<file path="src/sv/gara_pkg.sv">
// gara_pkg: shared types and constants of the grid atlas rectangle allocator
// used by gara_cell and grid_atlas_rect_allocator_unit, no dependencies
package gara_pkg;

  localparam int MaxRectsDefault = 64;
  localparam logic [14:0] AtlasLimit = 15'd16384;
  localparam logic [14:0] AtlasReset = 15'd4096;

  localparam logic [1:0] OP_ALLOC = 2'd0;
  localparam logic [1:0] OP_FREE  = 2'd1;
  localparam logic [1:0] OP_CLEAR = 2'd2;

  localparam logic CFG_WIDTH  = 1'b0;
  localparam logic CFG_HEIGHT = 1'b1;

  typedef enum logic [1:0] {
    MODE_REUSE,
    MODE_FREE,
    MODE_OVL
  } mode_t;

  typedef enum logic [2:0] {
    S_IDLE,
    S_WAIT,
    S_GRID,
    S_SKIP,
    S_DONE
  } state_t;

  // probe that walks down the cell chain, one cell per cycle
  typedef struct packed {
    logic        valid;
    mode_t       mode;
    logic [15:0] qx;
    logic [15:0] qy;
    logic [14:0] qw;
    logic [14:0] qh;
    logic        found;
    logic [13:0] fx;
    logic [13:0] fy;
    logic [15:0] fend;
  } tok_t;

endpackage

</file>
<file path="src/sv/gara_cell.sv">
// gara_cell: one table entry of the allocator plus one stage of the probe chain
// depends on gara_pkg
module gara_cell #(
  parameter int CNT_W = 7,
  parameter int INDEX = 0
) (
  input  logic              clk,
  input  logic              rst_n,
  input  logic [CNT_W-1:0]  count,
  input  gara_pkg::tok_t    tok_in,
  output gara_pkg::tok_t    tok_out,
  input  logic              wr_en,
  input  logic [13:0]       wr_x,
  input  logic [13:0]       wr_y,
  input  logic [14:0]       wr_w,
  input  logic [14:0]       wr_h
);

  logic [13:0] x_r, y_r;
  logic [14:0] w_r, h_r;
  logic        alloc_r, alloc_nxt;
  gara_pkg::tok_t tok_r, tok_nxt;
  logic        live, hit;
  logic [15:0] xend, yend;

  assign live = (CNT_W'(INDEX) < count);
  assign xend = {2'b00, x_r} + {1'b0, w_r};
  assign yend = {2'b00, y_r} + {1'b0, h_r};

  always_comb begin
    case (tok_in.mode)
      gara_pkg::MODE_REUSE: hit = !alloc_r && (w_r == tok_in.qw) && (h_r == tok_in.qh);
      gara_pkg::MODE_FREE:  hit = ({2'b00, x_r} == tok_in.qx) && ({2'b00, y_r} == tok_in.qy)
                                  && (w_r == tok_in.qw) && (h_r == tok_in.qh);
      gara_pkg::MODE_OVL:   hit = alloc_r && (tok_in.qx < xend)
                                  && ((tok_in.qx + {1'b0, tok_in.qw}) > {2'b00, x_r})
                                  && (tok_in.qy < yend)
                                  && ((tok_in.qy + {1'b0, tok_in.qh}) > {2'b00, y_r});
      default:              hit = 1'b0;
    endcase
  end

  always_comb begin
    tok_nxt   = tok_in;
    alloc_nxt = alloc_r;
    if (tok_in.valid && !tok_in.found && live && hit) begin
      tok_nxt.found = 1'b1;
      tok_nxt.fx    = x_r;
      tok_nxt.fy    = y_r;
      tok_nxt.fend  = xend;
      if (tok_in.mode == gara_pkg::MODE_REUSE) alloc_nxt = 1'b1;
      if (tok_in.mode == gara_pkg::MODE_FREE)  alloc_nxt = 1'b0;
    end
    if (wr_en) alloc_nxt = 1'b1;
  end

  always_ff @(posedge clk) begin
    if (!rst_n) begin
      tok_r.valid <= 1'b0;
    end else begin
      tok_r <= tok_nxt;
    end
  end

  always_ff @(posedge clk) begin
    alloc_r <= alloc_nxt;
    if (wr_en) begin
      x_r <= wr_x;
      y_r <= wr_y;
      w_r <= wr_w;
      h_r <= wr_h;
    end
  end

  assign tok_out = tok_r;

endmodule
</file>
<file path="config.mk">
export PLATFORM = sky130hd
export DESIGN_NAME = gara_cell
export DESIGN_NICKNAME = d
export VERILOG_FILES = /design/src/sv/gara_pkg.sv /design/src/sv/gara_cell.sv
export SDC_FILE = /design/constraint.sdc
export NUM_CORES = 1
export LEC_CHECK = 0
export BUFFER_PORTS_ARGS = -buffer_cell sky130_fd_sc_hd__buf_2
export CAP_MARGIN = 20
export CORE_AREA = 2 2 202 154
export DETAILED_ROUTE_END_ITERATION = 8
export DIE_AREA = 0 0 204 156
export PLACE_DENSITY_LB_ADDON = 0.12
export RECOVER_POWER = 25
export SLEW_MARGIN = 40
export SYNTH_ARGS = -nofsm -noshare
export SYNTH_HDL_FRONTEND = slang
export SYNTH_SLANG_ARGS = --single-unit
export TNS_END_PERCENT = 20
</file>
<file path="constraint.sdc">
create_clock -name clk -period 5.4 [get_ports clk]
set_input_delay 0.27 -clock clk [delete_from_list [all_inputs] [get_ports clk]]
set_output_delay 0.27 -clock clk [all_outputs]
set_load 0.1 [all_outputs]
</file>
==> impl_metrics.json, run 1 <==
{
  "worst_slew_margin_rel": -0.981,
  "max-vdd-ir-drop_mv": 0.215,
  "drt_pre_antenna_iters": 5,
  "min_path_type": "in -> reg",
  "via_count": 7990,
  "finalNetCount": 1516,
  "final.period_utilization": 0.943,
  "finalSetupViolCount": 0,
  "fin_setup_tns_ps": 0,
  "violations": "capacitance limit, slew limit",
  "post_synth_inst_count": 854,
  "ys_ff_latch": 169,
  "seq_total_area_yosys": 0.491,
  "internal_power_w": 0.00265,
  "worst_hold_slack_ps": 20.7,
  "async_reset_ff_frac": 0,
  "port-buffer-count": 287,
  "cellPowerDensity_nw_per_um2": 321,
  "pwr-share-clk": 0.275,
  "placeableCoreArea_um2": 29900,
  "antenna_violating_nets_post_route": 0,
  "worstPathRequired_ps": 5580,
  "fillerInstances": 2930,
  "detailedPlacementHpwl_um": 26000,
  "synth_largest_type_area_fraction": 0.487,
  "sequential_cell_area_um2": 5050,
  "power_frac_seq": 0.379,
  "number_of_unique_standard_cell_types_used_by_synthesis": 60,
  "overflow": 0,
  "final.setup_skew_ps": 18.8,
  "synthDominantAreaCellType": "edfxtp_1",
  "drv.max_cap_violation_count": 1,
  "cts_max_level": 4,
  "timing.setup.critical_path_class": "reg -> reg",
  "syn_std_cell_area_um2": 10300,
  "rsz_0062_raised_after_global_routing": "false",
  "drt-vias-per-instance": 4.90,
  "cts.path.max_buffers": 2,
  "worst_setup_path_start_kind": "flip-flop",
  "global_route.usage.total": 0.204,
  "grt_pass1_wl_um": 47600,
  "floorplan.io_pins": 288,
  "root_cell_of_the_clock_tree": "clkbuf_16",
  "power.share.switching": 0.380,
  "dominantRegCellSynth": "edfxtp_1",
  "total_clock_buffers_created_by_cts": 17,
  "final_count_of_pins_violating_max_slew": 51,
  "die_area_um2": 31800,
  "layout_cells_sized_above_1": 0.223,
  "area_growth_pct": 29.0,
  "ys_top_cells_by_area": "edfxtp_1, ha_1, xor2_1",
  "postRouteWirelength_um": 32500,
  "most-common-layout-cells": "buf_2, edfxtp_1, ha_1",
  "num_rows": 55,
  "detail_route.drc_violations": 0,
  "via_count_of_the_first_global_routing_pass": 7808,
  "switchingPower_w": 0.00162,
  "detailedRoute.firstIterationViolations": 524,
  "setup.worst_path.end_class": "flip-flop",
  "syn_nets": 1152,
  "hold_violations": 0,
  "chipHeight_um": 156,
  "antenna_violations_before_repair": 1,
  "multi_input_gate_area_um2": 5000,
  "drt-wirelength-per-cell_um": 20.0,
  "grt_max_degree": 62,
  "max_freq_mhz": 196,
  "avgSynthCellArea_um2": 12.1,
  "die_width_um": 204,
  "yosysWarningCount": 0,
  "synth_edf_count": 167,
  "gp_congestion": 0.889,
  "start_util": 0.345,
  "status": "complete, but fails checks",
  "worst_ep_arrival_time_ps": 5270,
  "total_leakage_power_nw": 5.77,
  "most_common_cell_after_layout_fill_and_taps_aside": "buf_2",
  "finalCriticalPeriod_ps": 5090,
  "worst_setup_hold_path_clk_slew_ps": 70,
  "numClockSinks": 169,
  "critPathMaxFanout": 11,
  "power.share.combinational": 0.347,
  "insertion_delay_ps": 450,
  "cts_tree": "built",
  "worstMarginPinSlew_ps": 2970
}
[metal layers]
| metal | global-route usage | wire (um) |
|---|---|---|
| met4 | 0.0421 | 265 |
| met3 | 0.0411 | 1820 |
| met1 | 0.313 | 17100 |
| met5 | 0 | 0 |
| met2 | 0.295 | 13400 |
[power by group through the flow]
stage               logic (W)  registers, W  clock network, W
floorplan            0.000610       0.00205                 0
global placement      0.00144       0.00164                 0
detailed placement    0.00144       0.00164                 0
CTS                   0.00148       0.00162           0.00121
global route          0.00161       0.00163           0.00125
finish                0.00148       0.00162           0.00117
[critical path, cell delays in order, from the launching register on]
cell and delay (ps):
edfxtp_1 420, ha_1 240, fa_1 420, a21o_1 190, a21oi_2 170, o21ai_1 120, o41ai_2 340, buf_4 200
o21ai_0 150, o41ai_2 360, xor2_1 240, ha_1 280, nand2_1 60, o22ai_1 70, a2111oi_1 350, o221ai_1 190
nor4_1 200, buf_4 160, a31oi_4 100, buf_4 240, mux2_1 320
[through the flow]
step	worst slack, ps	total power, W	utilization	instance area (um^2)	cells
5_1_grt	11.1	0.00448	0.445	13300	1628
2_1_floorplan	464	0.00266	-	10300	854
4_1_cts	125	0.00430	0.446	13300	1625
6_report	310	0.00427	0.445	13300	1629
3_5_place_dp	165	0.00308	0.412	12300	1546
3_3_place_gp	246	0.00308	0.412	12300	1546
[registers in the layout (all words and copies together), names as in the netlist]
name	cells
alloc_r	1
h_r	15
tok_out	110
w_r	15
x_r	14
y_r	14
[kinds of logic after synthesis]
group           share of synthesized area
flops                               0.491
xor+xnor                           0.0858
simple gates                       0.0902
fa+ha+maj                           0.149
buf+inv                            0.0270
compound gates                      0.108
mux                                0.0503
[area by class of cell]
class	instances	share of cell area
clock buffers	18	0.0323
multi-input cells	618	0.376
flip-flops and latches	169	0.380
inverters	62	0.0175
well taps	399	0.0376
repair buffers	350	0.148
clock inverters	12	0.00781
diodes	1	0.000188
[worst paths after layout]
kind / start / to / slack, ps / cells past startpoint
worst min-delay path: wr_y[0] / y_r[0] / 20 / 1
worst max register to register: w_r[0] / tok_out[27] / 310 / 20
worst max-delay path: w_r[0] / tok_out[27] / 310 / 20
worst min register to register: alloc_r / alloc_r / 560 / 2
[cell usage after synthesis, types with 11 or more instances]
library cell  count
ha_1            116
a211oi_1         11
a21o_1           26
nor2_1           49
o21ai_0          23
nand2_1          37
nor4_1           21
o21a_1           12
inv_1            62
xor2_1           57
edfxtp_1        167
a21oi_1          46
mux2i_1          18
nand3_1          14
nand4_1          17
xnor2_1          44
mux2_1           25
[what timing repair did]
action                                 CTS  global route
endpoints found under the hold margin   49             2
gates resized for setup                  0             6
setup endpoints to repair                0            41
buffers inserted                         0             1
hold buffers                            49             2
Power figures use the tool's default switching activity.
==> run 2: changes to the inputs <==
==> constraint.sdc (replaced) <==
create_clock -name clk -period 5.5 [get_ports clk]
set_input_delay 0.275 -clock clk [delete_from_list [all_inputs] [get_ports clk]]
set_output_delay 0.275 -clock clk [all_outputs]
set_load 0.05 [all_outputs]
==> run 2 against run 1 <==
The flow still finishes with violations (capacitance limit, slew limit). Sequential power down 2%. Final cell count unchanged. Total power down 4.9%. Core utilization up 0.14 points. Critical endpoint is now tok_out[17]. Highest routed layer is now met5.
==> impl_metrics.json, run 2 (synthesis results as in run 1) <==
{
  "critPathBufInv": 3,
  "rr_startpoint": "w_r[0]",
  "pwr-share-clk": 0.305,
  "antenna_violations_before_repair": 3,
  "report.power.total_w": 0.00405,
  "cp_cell_sequence": "ha_1, fa_1, a21o_1, a21oi_2, o21ai_0, o41ai_1, buf_4, o21ai_0, o41ai_2, xor2_1, ha_1, nand4_1, nor4_1, nor4_1, buf_4, a31oi_4, buf_12, mux2_2",
  "numClockSinks": 169,
  "hold_violations": 0,
  "root_cell_of_the_clock_tree": "clkbuf_16",
  "sequential_cell_area_um2": 5050,
  "cp_top_family": "compound AO/OA/AOI/OAI gates",
  "worstMarginPinSlew_ps": 2990,
  "via_count_of_the_first_global_routing_pass": 7830,
  "ff2ff_path_depth": 18,
  "finalSetupViolCount": 0,
  "chipHeight_um": 156,
  "worst_hold_slack_ps": 18.8,
  "final.setup_skew_ps": 15.6,
  "drt_pre_antenna_iters": 6,
  "floorplan.io_pins": 288,
  "antenna_violating_nets_post_route": 0,
  "fillerInstances": 2932,
  "rsz_0062_raised_after_global_routing": "false",
  "detailedRoute.firstIterationViolations": 455,
  "power.share.switching": 0.345,
  "max_stage_delay_ps": 560,
  "min_path_type": "in -> reg",
  "drv.max_cap_violation_count": 1,
  "most-common-layout-cells": "buf_2, edfxtp_1, ha_1",
  "setup.worst_path.end_class": "flip-flop",
  "post-place-ws_ps": 260,
  "finalWorstSetupSlack_ps": 269,
  "area_growth_pct": 29.4,
  "postRouteWirelength_um": 32600,
  "worst_r2r_endpoint": "tok_out[17]",
  "status": "complete, but fails checks",
  "gp_congestion": 0.865,
  "grt_pass1_wl_um": 48300,
  "timing.setup.critical_path_class": "reg -> reg",
  "internal_power_w": 0.00265,
  "total_clock_buffers_created_by_cts": 17,
  "drt-vias-per-instance": 4.90,
  "max-vdd-ir-drop_mv": 0.217,
  "power.share.combinational": 0.304,
  "most_common_cell_after_layout_fill_and_taps_aside": "buf_2",
  "global_route.usage.total": 0.207,
  "die_area_um2": 31800,
  "fin_util": 0.446,
  "max_freq_mhz": 191,
  "grt_max_degree": 63,
  "finalCriticalPeriod_ps": 5230,
  "start_util": 0.345,
  "finalNetCount": 1514,
  "power_frac_seq": 0.391,
  "cts.path.max_buffers": 2,
  "overflow": 0,
  "violations": "capacitance limit, slew limit",
  "cts_tree": "built",
  "cellPowerDensity_nw_per_um2": 304,
  "worst_setup_hold_path_clk_slew_ps": 70,
  "min-delay-start": "wr_h[13]",
  "worstPathRequired_ps": 5690,
  "final_count_of_pins_violating_max_slew": 50,
  "crit_slowest_cell": "nor4_1",
  "drt-wirelength-per-cell_um": 20.0,
  "layout_cells_sized_above_1": 0.224,
  "worst_setup_path_start_kind": "flip-flop",
  "worst_hold_path.endpoint": "h_r[13]",
  "worst_setup_path_startpoint": "w_r[0]",
  "detailedPlacementHpwl_um": 25800,
  "num_rows": 55,
  "die_width_um": 204,
  "fin_setup_tns_ps": 0,
  "total_leakage_power_nw": 5.79,
  "placeableCoreArea_um2": 29900,
  "worstHoldPathCells": 1,
  "cts_max_level": 4,
  "number_of_flip_flops_under_the_largest_register_name": 110,
  "final.period_utilization": 0.951,
  "switchingPower_w": 0.00140,
  "critPathMaxFanout": 22,
  "multi_input_gate_area_um2": 4990,
  "ff2ff_setup_slack_ps": 270,
  "detail_route.drc_violations": 0,
  "via_count": 7984,
  "worst_slew_margin_rel": -0.992,
  "insertion_delay_ps": 450,
  "port-buffer-count": 287,
  "worst_ep_arrival_time_ps": 5430
}
run 2: cell count changes in the layout (fill, tap and decap cells not counted), moves of 2 or more:
cell / previous run / this run
buf_12: 1 / 3
buf_4: 11 / 7
clkinv_4: 4 / 0
inv_6: 1 / 6
run 2: worst register-to-register path: cells and delay by family, from the launching register on:
family          cells  cell delay, ps
compound gates      7            1660
xor+xnor            1             140
fa+ha+maj           3             960
buf+inv             3             580
flops               1             410
mux                 1             380
simple gates        3             840
run 2: metal layers:
| metal | GRT usage | wire, um |
|---|---|---|
| met2 | 0.298 | 13400 |
| met3 | 0.0416 | 1870 |
| met4 | 0.0383 | 237 |
| met1 | 0.319 | 17000 |
| met5 | 0 | 13 |
run 2: what timing repair did:
action                                  CTS  global route
endpoints found under the setup margin    0            30
resized for setup                         0             5
hold buffers                             48             2
hold endpoints to repair                 48             2
buffers inserted                          0             1
run 2: how the worst max path moves through the flow:
| stage | cells after the start | slack (ps) | endpoint |
|---|---|---|---|
| after global placement | 18 | 290 | tok_out[16] |
| after CTS | 18 | 200 | tok_out[16] |
| after global routing | 18 | 0.4 | tok_out[1] |
| final | 18 | 270 | tok_out[17] |
| after detailed placement | 18 | 260 | tok_out[26] |
| after floorplan | 18 | 560 | tok_out[38] |
run 2: power by group through the flow:
stage	Combinational (W)	Sequential (W)	Clock [W]
final	0.00123	0.00158	0.00124
after CTS	0.00123	0.00158	0.00127
after global placement	0.00120	0.00161	0
after detailed placement	0.00120	0.00161	0
after floorplan	0.000599	0.00180	0
after global routing	0.00137	0.00160	0.00132
run 2: through the flow:
stage,area (um^2),instances
floorplan,10300,854
global placement,12300,1544
detailed placement,12300,1544
CTS,13400,1624
global route,13300,1628
finish,13300,1629
run 2: area by class of cell:
class / instances / area share
sequential: 169 / 0.379
multi-input combinational: 618 / 0.374
timing repair buffer: 348 / 0.149
tap: 399 / 0.0374
clock buffer: 18 / 0.0322
inverter: 62 / 0.0175
clock inverter: 14 / 0.0107
antenna: 1 / 0.000188
